===== config.mk =====
export PLATFORM = sky130hd
export DESIGN_NAME = radio_frame_bit_serializer_top
export DESIGN_NICKNAME = d
export VERILOG_FILES = /design/src/hw/rtl/rfbs_pkg.sv /design/src/hw/rtl/rfbs_cfg_regs.sv /design/src/hw/rtl/rfbs_store.sv /design/src/hw/rtl/rfbs_framer.sv /design/src/hw/rtl/rfbs_out_skid.sv /design/src/hw/rtl/radio_frame_bit_serializer_top.sv
export SDC_FILE = /design/constraint.sdc
export NUM_CORES = 1
export LEC_CHECK = 0
export ABC_AREA = 1
export ABC_CLOCK_PERIOD_IN_PS = 10100
export BUFFER_PORTS_ARGS = -buffer_cell sky130_fd_sc_hd__buf_4
export CAP_MARGIN = 20
export CORE_MARGIN = 2
export CORE_UTILIZATION = 30
export CTS_BUF_LIST = sky130_fd_sc_hd__clkbuf_4
export DETAILED_ROUTE_END_ITERATION = 16
export SETUP_SLACK_MARGIN = 0.05
export SLEW_MARGIN = 30
export SYNTH_ARGS = -nofsm -noshare
export SYNTH_HDL_FRONTEND = slang
export SYNTH_SLANG_ARGS = --single-unit

===== constraint.sdc =====
create_clock -name i_clk -period 10.1 [get_ports i_clk]
set_clock_uncertainty 0.15 [all_clocks]
set_input_delay 1.01 -clock i_clk [delete_from_list [all_inputs] [get_ports i_clk]]
set_output_delay 1.01 -clock i_clk [all_outputs]
set_load 0.03 [all_outputs]

===== src/hw/rtl/rfbs_pkg.sv =====
package rfbs_pkg;

    localparam int CfgIdxW  = 3;
    localparam int CfgDataW = 10;
    localparam int CntW     = 10;
    localparam int PosW     = 7;
    localparam int RunW     = 4;

    typedef enum logic [CfgIdxW-1:0] {
        CFG_PAUSE_BITS     = 3'd0,
        CFG_PREAMBLE_BITS  = 3'd1,
        CFG_DELIMITER_BITS = 3'd2,
        CFG_EPILOGUE_BITS  = 3'd3,
        CFG_ZERO_RUN_LIMIT = 3'd4,
        CFG_ENCODING_MODE  = 3'd5
    } t_cfg_idx;

    typedef enum logic [2:0] {
        PH_PAUSE    = 3'd0,
        PH_PREAMBLE = 3'd1,
        PH_DELIM    = 3'd2,
        PH_DATA     = 3'd3,
        PH_EPILOGUE = 3'd4
    } t_phase;

    typedef enum logic {
        OP_TICK = 1'b0,
        OP_LOAD = 1'b1
    } t_op;

    typedef enum logic {
        ENC_STUFF      = 1'b0,
        ENC_MANCHESTER = 1'b1
    } t_enc;

    typedef struct packed {
        logic [9:0] pause_bits;
        logic [7:0] preamble_bits;
        logic [7:0] delimiter_bits;
        logic [7:0] epilogue_bits;
        logic [3:0] zero_run_limit;
        t_enc       encoding_mode;
    } t_cfg;

    typedef struct packed {
        logic line_bit;
        logic busy_res;
        logic load_accepted;
    } t_result;

    localparam logic [9:0] RstPauseBits    = 10'd16;
    localparam logic [7:0] RstPreambleBits = 8'd16;
    localparam logic [7:0] RstDelimBits    = 8'd8;
    localparam logic [7:0] RstEpilogueBits = 8'd4;
    localparam logic [3:0] RstZeroRunLimit = 4'd4;

endpackage


===== src/hw/rtl/rfbs_cfg_regs.sv =====
module rfbs_cfg_regs (
    input  logic                               i_clk,
    input  logic                               i_rst_n,
    input  logic                               i_cfg_we,
    input  logic [rfbs_pkg::CfgIdxW-1:0]       i_cfg_idx,
    input  logic [rfbs_pkg::CfgDataW-1:0]      i_cfg_wdata,
    output rfbs_pkg::t_cfg                     o_cfg
);

    rfbs_pkg::t_cfg r_cfg;
    rfbs_pkg::t_cfg n_cfg;

    always_comb begin
        n_cfg = r_cfg;
        if (i_cfg_we) begin
            case (rfbs_pkg::t_cfg_idx'(i_cfg_idx))
                rfbs_pkg::CFG_PAUSE_BITS:     n_cfg.pause_bits     = i_cfg_wdata[9:0];
                rfbs_pkg::CFG_PREAMBLE_BITS:  n_cfg.preamble_bits  = i_cfg_wdata[7:0];
                rfbs_pkg::CFG_DELIMITER_BITS: n_cfg.delimiter_bits = i_cfg_wdata[7:0];
                rfbs_pkg::CFG_EPILOGUE_BITS:  n_cfg.epilogue_bits  = i_cfg_wdata[7:0];
                rfbs_pkg::CFG_ZERO_RUN_LIMIT: n_cfg.zero_run_limit = i_cfg_wdata[3:0];
                rfbs_pkg::CFG_ENCODING_MODE:
                    n_cfg.encoding_mode = rfbs_pkg::t_enc'(i_cfg_wdata[0]);
                default: n_cfg = r_cfg;
            endcase
        end
    end

    always_ff @(posedge i_clk) begin
        if (!i_rst_n) begin
            r_cfg.pause_bits     <= rfbs_pkg::RstPauseBits;
            r_cfg.preamble_bits  <= rfbs_pkg::RstPreambleBits;
            r_cfg.delimiter_bits <= rfbs_pkg::RstDelimBits;
            r_cfg.epilogue_bits  <= rfbs_pkg::RstEpilogueBits;
            r_cfg.zero_run_limit <= rfbs_pkg::RstZeroRunLimit;
            r_cfg.encoding_mode  <= rfbs_pkg::ENC_STUFF;
        end else begin
            r_cfg <= n_cfg;
        end
    end

    assign o_cfg = r_cfg;

endmodule


===== src/hw/rtl/rfbs_store.sv =====
module rfbs_store #(
    parameter int BUFFER_BYTES = 64,
    parameter int AddrW        = 6
) (
    input  logic             i_clk,
    input  logic             i_we,
    input  logic [AddrW-1:0] i_waddr,
    input  logic [7:0]       i_wdata,
    input  logic [AddrW-1:0] i_raddr,
    output logic [7:0]       o_rdata
);

    logic [7:0] mem [0:BUFFER_BYTES-1];
    logic [7:0] r_rdata;

    always_ff @(posedge i_clk) begin
        if (i_we) begin
            mem[i_waddr] <= i_wdata;
        end
    end

    always_ff @(posedge i_clk) begin
        r_rdata <= mem[i_raddr];
    end

    assign o_rdata = r_rdata;

endmodule


===== src/hw/rtl/rfbs_framer.sv =====
module rfbs_framer #(
    parameter int BUFFER_BYTES = 64,
    parameter int AddrW        = 6
) (
    input  logic                  i_clk,
    input  logic                  i_rst_n,
    input  logic                  i_fire,
    input  logic                  i_operation,
    input  logic [7:0]            i_data_byte,
    input  logic                  i_last_byte,
    input  rfbs_pkg::t_cfg        i_cfg,
    input  logic [7:0]            i_rd_byte,
    output logic                  o_we,
    output logic [AddrW-1:0]      o_waddr,
    output logic [7:0]            o_wdata,
    output logic [AddrW-1:0]      o_raddr,
    output rfbs_pkg::t_result     o_result
);

    localparam logic [rfbs_pkg::PosW-1:0] BufLen = rfbs_pkg::PosW'(BUFFER_BYTES);

    rfbs_pkg::t_phase                r_phase, n_phase;
    logic [rfbs_pkg::CntW-1:0]       r_bc, n_bc;
    logic [rfbs_pkg::RunW-1:0]       r_zr, n_zr;
    logic                            r_half, n_half;
    logic                            r_line, n_line;
    logic [rfbs_pkg::PosW-1:0]       r_wp, n_wp;
    logic [rfbs_pkg::PosW-1:0]       r_pl, n_pl;
    logic                            r_sending, n_sending;
    logic                            accepted;
    logic                            data_bit;
    logic [rfbs_pkg::CntW-1:0]       data_end;

    assign data_bit = i_rd_byte[r_bc[2:0]];
    assign data_end = {r_pl, 3'b000};

    always_comb begin
        n_phase   = r_phase;
        n_bc      = r_bc;
        n_zr      = r_zr;
        n_half    = r_half;
        n_line    = r_line;
        n_wp      = r_wp;
        n_pl      = r_pl;
        n_sending = r_sending;
        accepted  = 1'b0;
        o_we      = 1'b0;
        if (i_fire && rfbs_pkg::t_op'(i_operation) == rfbs_pkg::OP_LOAD) begin
            if (!r_sending) begin
                accepted = 1'b1;
                if (r_wp < BufLen) begin
                    o_we = 1'b1;
                    n_wp = r_wp + 1'b1;
                end
                if (i_last_byte) begin
                    n_pl      = n_wp;
                    n_wp      = '0;
                    n_sending = 1'b1;
                end
            end
        end else if (i_fire && r_sending) begin
            case (r_phase)
                rfbs_pkg::PH_PREAMBLE: begin
                    n_line = 1'b1;
                    n_bc   = r_bc + 1'b1;
                    if (n_bc >= {2'b00, i_cfg.preamble_bits}) begin
                        n_bc    = '0;
                        n_phase = rfbs_pkg::PH_DELIM;
                    end
                end
                rfbs_pkg::PH_DELIM: begin
                    n_line = r_bc[0];
                    n_bc   = r_bc + 1'b1;
                    if (n_bc >= {2'b00, i_cfg.delimiter_bits}) begin
                        n_bc    = '0;
                        n_phase = rfbs_pkg::PH_DATA;
                    end
                end
                rfbs_pkg::PH_DATA: begin
                    if (i_cfg.encoding_mode == rfbs_pkg::ENC_MANCHESTER) begin
                        n_line = r_half ^ data_bit;
                        n_bc   = r_bc + {{(rfbs_pkg::CntW-1){1'b0}}, r_half};
                        n_half = ~r_half;
                    end else if (data_bit) begin
                        n_zr   = '0;
                        n_line = 1'b1;
                        n_bc   = r_bc + 1'b1;
                    end else if (i_cfg.zero_run_limit != '0 && r_zr == i_cfg.zero_run_limit) begin
                        n_zr   = '0;
                        n_line = 1'b1;
                    end else begin
                        n_zr   = r_zr + 1'b1;
                        n_line = 1'b0;
                        n_bc   = r_bc + 1'b1;
                    end
                    if (n_bc >= data_end) begin
                        n_zr    = '0;
                        n_half  = 1'b0;
                        n_bc    = '0;
                        n_phase = rfbs_pkg::PH_EPILOGUE;
                    end
                end
                rfbs_pkg::PH_EPILOGUE: begin
                    n_bc = r_bc + 1'b1;
                    if (n_bc <= {2'b00, i_cfg.epilogue_bits}) begin
                        n_line = 1'b1;
                    end else begin
                        n_bc      = '0;
                        n_phase   = rfbs_pkg::PH_PAUSE;
                        n_line    = 1'b0;
                        n_pl      = '0;
                        n_sending = 1'b0;
                    end
                end
                default: begin
                    n_phase = rfbs_pkg::PH_PAUSE;
                    n_line  = 1'b0;
                    n_bc    = r_bc + 1'b1;
                    if (n_bc >= i_cfg.pause_bits) begin
                        n_bc = '0;
                        if (r_pl != '0) begin
                            n_phase = rfbs_pkg::PH_PREAMBLE;
                            n_line  = 1'b1;
                        end
                    end
                end
            endcase
        end
    end

    always_ff @(posedge i_clk) begin
        if (!i_rst_n) begin
            r_phase   <= rfbs_pkg::PH_PAUSE;
            r_bc      <= '0;
            r_zr      <= '0;
            r_half    <= 1'b0;
            r_line    <= 1'b0;
            r_wp      <= '0;
            r_pl      <= '0;
            r_sending <= 1'b0;
        end else begin
            r_phase   <= n_phase;
            r_bc      <= n_bc;
            r_zr      <= n_zr;
            r_half    <= n_half;
            r_line    <= n_line;
            r_wp      <= n_wp;
            r_pl      <= n_pl;
            r_sending <= n_sending;
        end
    end

    // The store is addressed with the next bit counter, so its registered read holds the byte of the current bit.
    assign o_raddr = n_bc[3 +: AddrW];
    assign o_waddr = r_wp[AddrW-1:0];
    assign o_wdata = i_data_byte;

    assign o_result.line_bit      = n_line;
    assign o_result.busy_res      = n_sending;
    assign o_result.load_accepted = accepted;

endmodule


===== src/hw/rtl/rfbs_out_skid.sv =====
module rfbs_out_skid (
    input  logic              i_clk,
    input  logic              i_rst_n,
    input  logic              i_push,
    input  rfbs_pkg::t_result i_data,
    output logic              o_full,
    output logic              o_valid,
    input  logic              i_stall,
    output rfbs_pkg::t_result o_data
);

    logic              r_out_valid, n_out_valid;
    logic              r_skid_valid, n_skid_valid;
    rfbs_pkg::t_result r_out, n_out;
    rfbs_pkg::t_result r_skid, n_skid;
    logic              take;

    assign take = r_out_valid && !i_stall;

    always_comb begin
        n_out_valid  = r_out_valid;
        n_skid_valid = r_skid_valid;
        n_out        = r_out;
        n_skid       = r_skid;
        if (!r_out_valid || take) begin
            if (r_skid_valid) begin
                n_out        = r_skid;
                n_out_valid  = 1'b1;
                n_skid_valid = 1'b0;
            end else begin
                n_out       = i_data;
                n_out_valid = i_push;
            end
        end else if (i_push) begin
            n_skid       = i_data;
            n_skid_valid = 1'b1;
        end
    end

    always_ff @(posedge i_clk) begin
        if (!i_rst_n) begin
            r_out_valid  <= 1'b0;
            r_skid_valid <= 1'b0;
        end else begin
            r_out_valid  <= n_out_valid;
            r_skid_valid <= n_skid_valid;
        end
    end

    always_ff @(posedge i_clk) begin
        r_out  <= n_out;
        r_skid <= n_skid;
    end

    assign o_full  = r_skid_valid;
    assign o_valid = r_out_valid;
    assign o_data  = r_out;

endmodule


===== src/hw/rtl/radio_frame_bit_serializer_top.sv =====
// Channel  | Handshake                | Payload
// ---------+--------------------------+------------------------------------------
// input    | i_in_valid / o_in_stall  | i_operation, i_data_byte, i_last_byte
// output   | o_out_valid / i_out_stall| o_line_bit, o_busy_res, o_load_accepted
// config   | i_cfg_we                 | i_cfg_idx, i_cfg_wdata
//
// One transaction is taken every cycle while o_in_stall is low, and its result is registered in the output stage.
// The packet byte that holds the next data bit is read from the store in advance,
// addressed by the next bit counter, so every tick finds its bit ready.
// Reset is synchronous and active low; the store is not cleared.
// A two-entry output stage raises o_in_stall only while it holds a second result.
module radio_frame_bit_serializer_top #(
    parameter int BUFFER_BYTES = 64
) (
    input  logic                              i_clk,
    input  logic                              i_rst_n,
    input  logic                              i_in_valid,
    output logic                              o_in_stall,
    input  logic                              i_operation,
    input  logic [7:0]                        i_data_byte,
    input  logic                              i_last_byte,
    output logic                              o_out_valid,
    input  logic                              i_out_stall,
    output logic                              o_line_bit,
    output logic                              o_busy_res,
    output logic                              o_load_accepted,
    input  logic                              i_cfg_we,
    input  logic [rfbs_pkg::CfgIdxW-1:0]      i_cfg_idx,
    input  logic [rfbs_pkg::CfgDataW-1:0]     i_cfg_wdata
);

    localparam int AddrW = (BUFFER_BYTES > 1) ? $clog2(BUFFER_BYTES) : 1;

    rfbs_pkg::t_cfg    cfg;
    rfbs_pkg::t_result result;
    rfbs_pkg::t_result out_data;
    logic              fire;
    logic              full;
    logic              we;
    logic [AddrW-1:0]  waddr;
    logic [AddrW-1:0]  raddr;
    logic [7:0]        wdata;
    logic [7:0]        rd_byte;

    assign fire       = i_in_valid && !full;
    assign o_in_stall = full;

    rfbs_cfg_regs u_cfg (
        .i_clk       (i_clk),
        .i_rst_n     (i_rst_n),
        .i_cfg_we    (i_cfg_we),
        .i_cfg_idx   (i_cfg_idx),
        .i_cfg_wdata (i_cfg_wdata),
        .o_cfg       (cfg)
    );

    rfbs_store #(
        .BUFFER_BYTES (BUFFER_BYTES),
        .AddrW        (AddrW)
    ) u_store (
        .i_clk   (i_clk),
        .i_we    (we),
        .i_waddr (waddr),
        .i_wdata (wdata),
        .i_raddr (raddr),
        .o_rdata (rd_byte)
    );

    rfbs_framer #(
        .BUFFER_BYTES (BUFFER_BYTES),
        .AddrW        (AddrW)
    ) u_framer (
        .i_clk       (i_clk),
        .i_rst_n     (i_rst_n),
        .i_fire      (fire),
        .i_operation (i_operation),
        .i_data_byte (i_data_byte),
        .i_last_byte (i_last_byte),
        .i_cfg       (cfg),
        .i_rd_byte   (rd_byte),
        .o_we        (we),
        .o_waddr     (waddr),
        .o_wdata     (wdata),
        .o_raddr     (raddr),
        .o_result    (result)
    );

    rfbs_out_skid u_skid (
        .i_clk   (i_clk),
        .i_rst_n (i_rst_n),
        .i_push  (fire),
        .i_data  (result),
        .o_full  (full),
        .o_valid (o_out_valid),
        .i_stall (i_out_stall),
        .o_data  (out_data)
    );

    assign o_line_bit      = out_data.line_bit;
    assign o_busy_res      = out_data.busy_res;
    assign o_load_accepted = out_data.load_accepted;

endmodule


==> results by stage <==
Clock network:
- The clock network latency to the later pin of the worst-skew pair is 1050 ps.
- The buffer depth of the longest clock path is 3.
- In this run the clock root is driven by a clkbuf_4.
- The count of cells resized by post-cts repair is 0.
- The clock transition at the registers of the reported paths is about 60 ps.
- The number of buffers added for setup after CTS is 0.
- The total of hold buffers inserted after clock tree synthesis is 0.
- The total number of H-tree levels is 4.
- The CTS buffer count is 154.
- The number of clock sinks seen by CTS is 601.
- The CTS tree is done.

Run:
- The max-cap violation count is 0.

Route:
- For this run, design rule violations remaining after detail routing come to 0.
- The count of nets left with antenna violations once routing finished came out at 0.
- The first-pass iteration count of the detailed router is 7.
- After detailed routing, the number of vias per cell comes to 4.84.
- The first routing iteration left 2242 violations.
- The total wire length is approximately 78 mm.
- After detailed routing, the average wire length per cell comes to 18.3 um.
- The final route contains 20700 vias.

Synth:
- Counting flops with an async set or reset pin after synthesis yields a share of 0%.
- The instance count of the mapped netlist is approximately 2800.
- For this run, the number of Yosys warnings is 0.
- By area the synthesized netlist is led by edfxtp_1 (55%), nand3_1 (10%), nand2_1 (6.3%).
- The average cell area after synthesis is 9.91 um^2.
- The area of the mapped netlist is ~0.028 mm^2.
- The count of flip-flops with a built-in enable after synthesis is slightly above 500.
- The fraction of post-synthesis cell area in the top cell type by area is 55.2%.
- The sequential-to-total area share from yosys stat is 61.1%.
- The synthesized net count is 2918.
- The synthesized flop and latch total is 601.
- The primary flip-flop cell chosen by synthesis mapping is edfxtp_1.
- The netlist uses 47 different library cells.
- edfxtp_1 takes more of the synthesized area than any other cell.

Global routing:
- The overall global routing resource usage is 16.3%.
- The leftover overflow at the end of global routing is 0.
- The first global-routing pass estimated 119 mm of wire.
- The initial antenna violation count is 3.
- The via count of the first global-routing pass was 19800.
- The pin count of the biggest net entering global routing is 122.

Critical path:
- The kind of cell with the highest combined delay along the critical path is simple AND/OR/NAND/NOR gates.
- The launching point of the worst reg2reg path is u_framer.r_bc[0].
- Walking the worst path, the cells encountered are inv_4 > nor3_1 > nand3_1 > xor2_1 > ha_1 > a21oi_1 > nor2_1 > a211oi_1 > nand4_1 > nand2_2 > inv_2 > a211oi_1 > nand2_4 > nand2_8 > clkinv_2 > nand2_1 > nand2_1 > nand2_1 > nand3_1 > nand3_1 > nand3_1 > nand3_1 > nand2_1.
- Counting cells, the worst reg-to-reg path comes to 23.
- On the worst path, the slowest cell contributes a delay of 920 ps.
- The number of buffer and inverter instances along the worst setup path is 3.
- Across all register-to-register paths, the minimum setup slack is approximately 3000 ps.
- The arrival time at the worst endpoint is ~7900 ps.
- The highest-delay cell along the critical path is clkinv_2.
- The startpoint type of the worst setup path is a flop.
- The required time at the worst-slack endpoint is 10840 ps.
- In this run the critical register-to-register path is captured at u_store.o_rdata[5].
- The type of the worst setup path is flop to flop.
- STA classifies the critical path endpoint as a flop.
- In this run the worst path has a maximum fanout of 121.
- The most prevalent standard cell on the critical path is nand3_1.

Power:
- In this run the static leakage power is 12.2 nW.
- The post-route total power is 5.05 mW.
- The worst-case IR drop observed on VDD is around 0.099 mV.
- Dividing total power by cell area gives a power density of around 160 mW/mm^2.

Floorplan:
- The die extent in x is 310 um.
- Row generation in the floorplan step produced 112 rows.
- The core region is 0.0932 mm^2.
- Measured along the y axis, the die boundary spans a little over 300 um.
- The area enclosed by the die boundary is a little under 0.1 mm^2.
- The effective utilization at floorplan is 30.2%.
- In this run the count of I/O pins placed on the die edge is 33.

STA:
- The hold violation count in the final report is 0.
- The post-layout minimum cycle time is around 7100 ps.
- In the final timing run, aggregate negative setup slack is 0 ps.
- Dividing the final minimum period by the clock period gives 70.5%.
- Setup repair after global routing left no endpoint under its margin.
- The count of endpoints failing setup in the final report is 0.
- The final count of pins violating max slew came to 0.
- The worst hold slack after final layout is 128 ps.
- Static timing analysis puts the maximum clock frequency at 0.140 GHz.
- In this run the tightest slew margin relative to its limit is 27.3%.
- The worst-margin pin slew is 1090 ps.

Placed design:
- The HPWL after detailed placement is 45.1 mm.
- Buffers placed on the I/O ports in this run total 32.
- The cell area reported after detailed placement is 0.0294 mm^2.
- The routability-driven placement congestion ratio is just under 0.9.

Outcome:
- The flow ran to the end, and the final reports show no timing, DRC or antenna violations.

Layout:
- Relative to the synthesized area, the layout overhead comes to 11.6%.
- The area taken by multi-input logic gates is 0.00849 mm^2.
- The sequential cells in the finished layout cover a total of 0.0172 mm^2.
- The number of nets in the layout is roughly 3000.
- The design area is approximately 0.031 mm^2.
- The ratio of cells with drive above 1 in the final layout is a little over a tenth.
- The layout has between 9000 and 10000 filler cells.

Min path:
- The path with the worst hold slack has its endpoint at u_cfg.o_cfg[25].
- The tightest min-delay check is of the input pin to flop type.
- The count of cells along the worst hold path is 3.
- The worst hold path begins at i_cfg_wdata[4].
## synth_stat cells (6+ instances only)
master,number
o211ai_1,9
ha_1,46
nand2_1,475
nand3b_1,160
nand2_2,8
edfxtp_1,518
a211oi_1,7
inv_1,444
nor2_1,133
nand4_1,13
buf_6,15
xor2_1,8
a21oi_1,91
buf_2,66
dfxtp_1,83
buf_1,12
inv_2,7
nand3_1,564
clkbuf_1,36
o21ai_0,75
nor3_1,13
o2111ai_1,6
buf_4,20
## where the power goes
part	total, mW	internal [mW]	switching [mW]
logic	0.155	0.0363	0.119
registers	2.71	2.71	0.00861
clock network	2.19	1.13	1.05
## worst max-delay path by stage
stage                     startpoint            endpoint  slack, ps  depth (start not counted)
floorplan           u_framer.r_bc[0]  u_store.o_rdata[6]       6380                         25
global placement    u_framer.r_bc[0]  u_store.o_rdata[5]       3390                         24
detailed placement  u_framer.r_bc[0]  u_store.o_rdata[2]       3270                         23
CTS                 u_framer.r_bc[0]  u_store.o_rdata[2]       3310                         23
global route        u_framer.r_bc[0]  u_store.o_rdata[2]       2380                         23
finish              u_framer.r_bc[0]  u_store.o_rdata[5]       2980                         23
## kinds of logic (layout without fill, tap and decap cells)
family / Yosys count / count (layout) / share of synthesized area, %
adder cells (fa/ha/maj): 46 / 46 / 2.04
other: 0 / 4 / 0
AND/OR/NAND/NOR: 1376 / 1376 / 23.4
AO/OA/AOI/OAI: 209 / 209 / 4.16
flip-flops: 601 / 601 / 61.1
XOR/XNOR: 9 / 9 / 0.306
buffers and inverters: 603 / 773 / 9.00
## routing by layer
layer	vias up	track usage (%)	part of all wire, %
li1	9836	-	-
met1	9817	22.1	44
met2	878	24.5	44
met3	158	3.95	8.9
met4	0	7.43	3.2
met5	-	0	0
## stage by stage
stage | worst slack [ps] | cells | utilization (%)
after detailed placement | 3270 | 4000 | 31.5
after global placement | 3390 | 4000 | 31.5
after CTS | 3310 | 4268 | 33.7
after global routing | 2380 | 4272 | 33.7
after floorplan | 6380 | 2844 | -
final | 2980 | 4272 | 33.7
## tightest hold or removal path: stages
cell and delay [ps]:
buf_4 100, nand2_1 50, o211ai_1 60
## registers in the layout, indices dropped and copies added, names as in the netlist
name and flops:
u_skid.r_skid 3, u_framer.r_phase 3, u_skid.o_full 1, u_framer.r_bc 10, u_framer.r_sending 1, u_framer.r_wp 7
u_framer.r_line 1, u_skid.o_data 3, u_store.mem 512, u_framer.r_zr 4, u_framer.r_half 1, u_framer.r_pl 7
u_cfg.o_cfg 39, u_skid.o_valid 1, u_store.o_rdata 8
## layout make-up
cell class	count	area share, %
flip-flops and latches	601	54.8
multi-input cells	1640	27.0
inverters	454	5.43
clock buffers	225	5.37
well taps	1254	4.99
repair buffers	51	1.23
clock inverters	43	1.13
diodes	4	0.0318
## placed cells by master, fill, tap and decap left out, types with 3 or more instances in the layout
cell type / n
nand3_1: 564
edfxtp_1: 518
nand2_1: 473
inv_1: 444
clkbuf_4: 225
nand3b_1: 160
nor2_1: 131
a21oi_1: 91
dfxtp_1: 83
o21ai_0: 75
buf_4: 50
ha_1: 46
clkinv_1: 27
nand4_1: 13
nor3_1: 12
o211ai_1: 9
xor2_1: 8
nand2_2: 7
a211oi_1: 7
inv_2: 6
o2111ai_1: 6
diode_2: 4
nor2_2: 4
clkinv_2: 4
bufinv_16: 4
clkinv_8: 4
nor3_2: 3
o21ai_4: 3
clkinvlp_4: 3
inv_6: 3
Note: power is estimated with default switching activity, not from simulation.
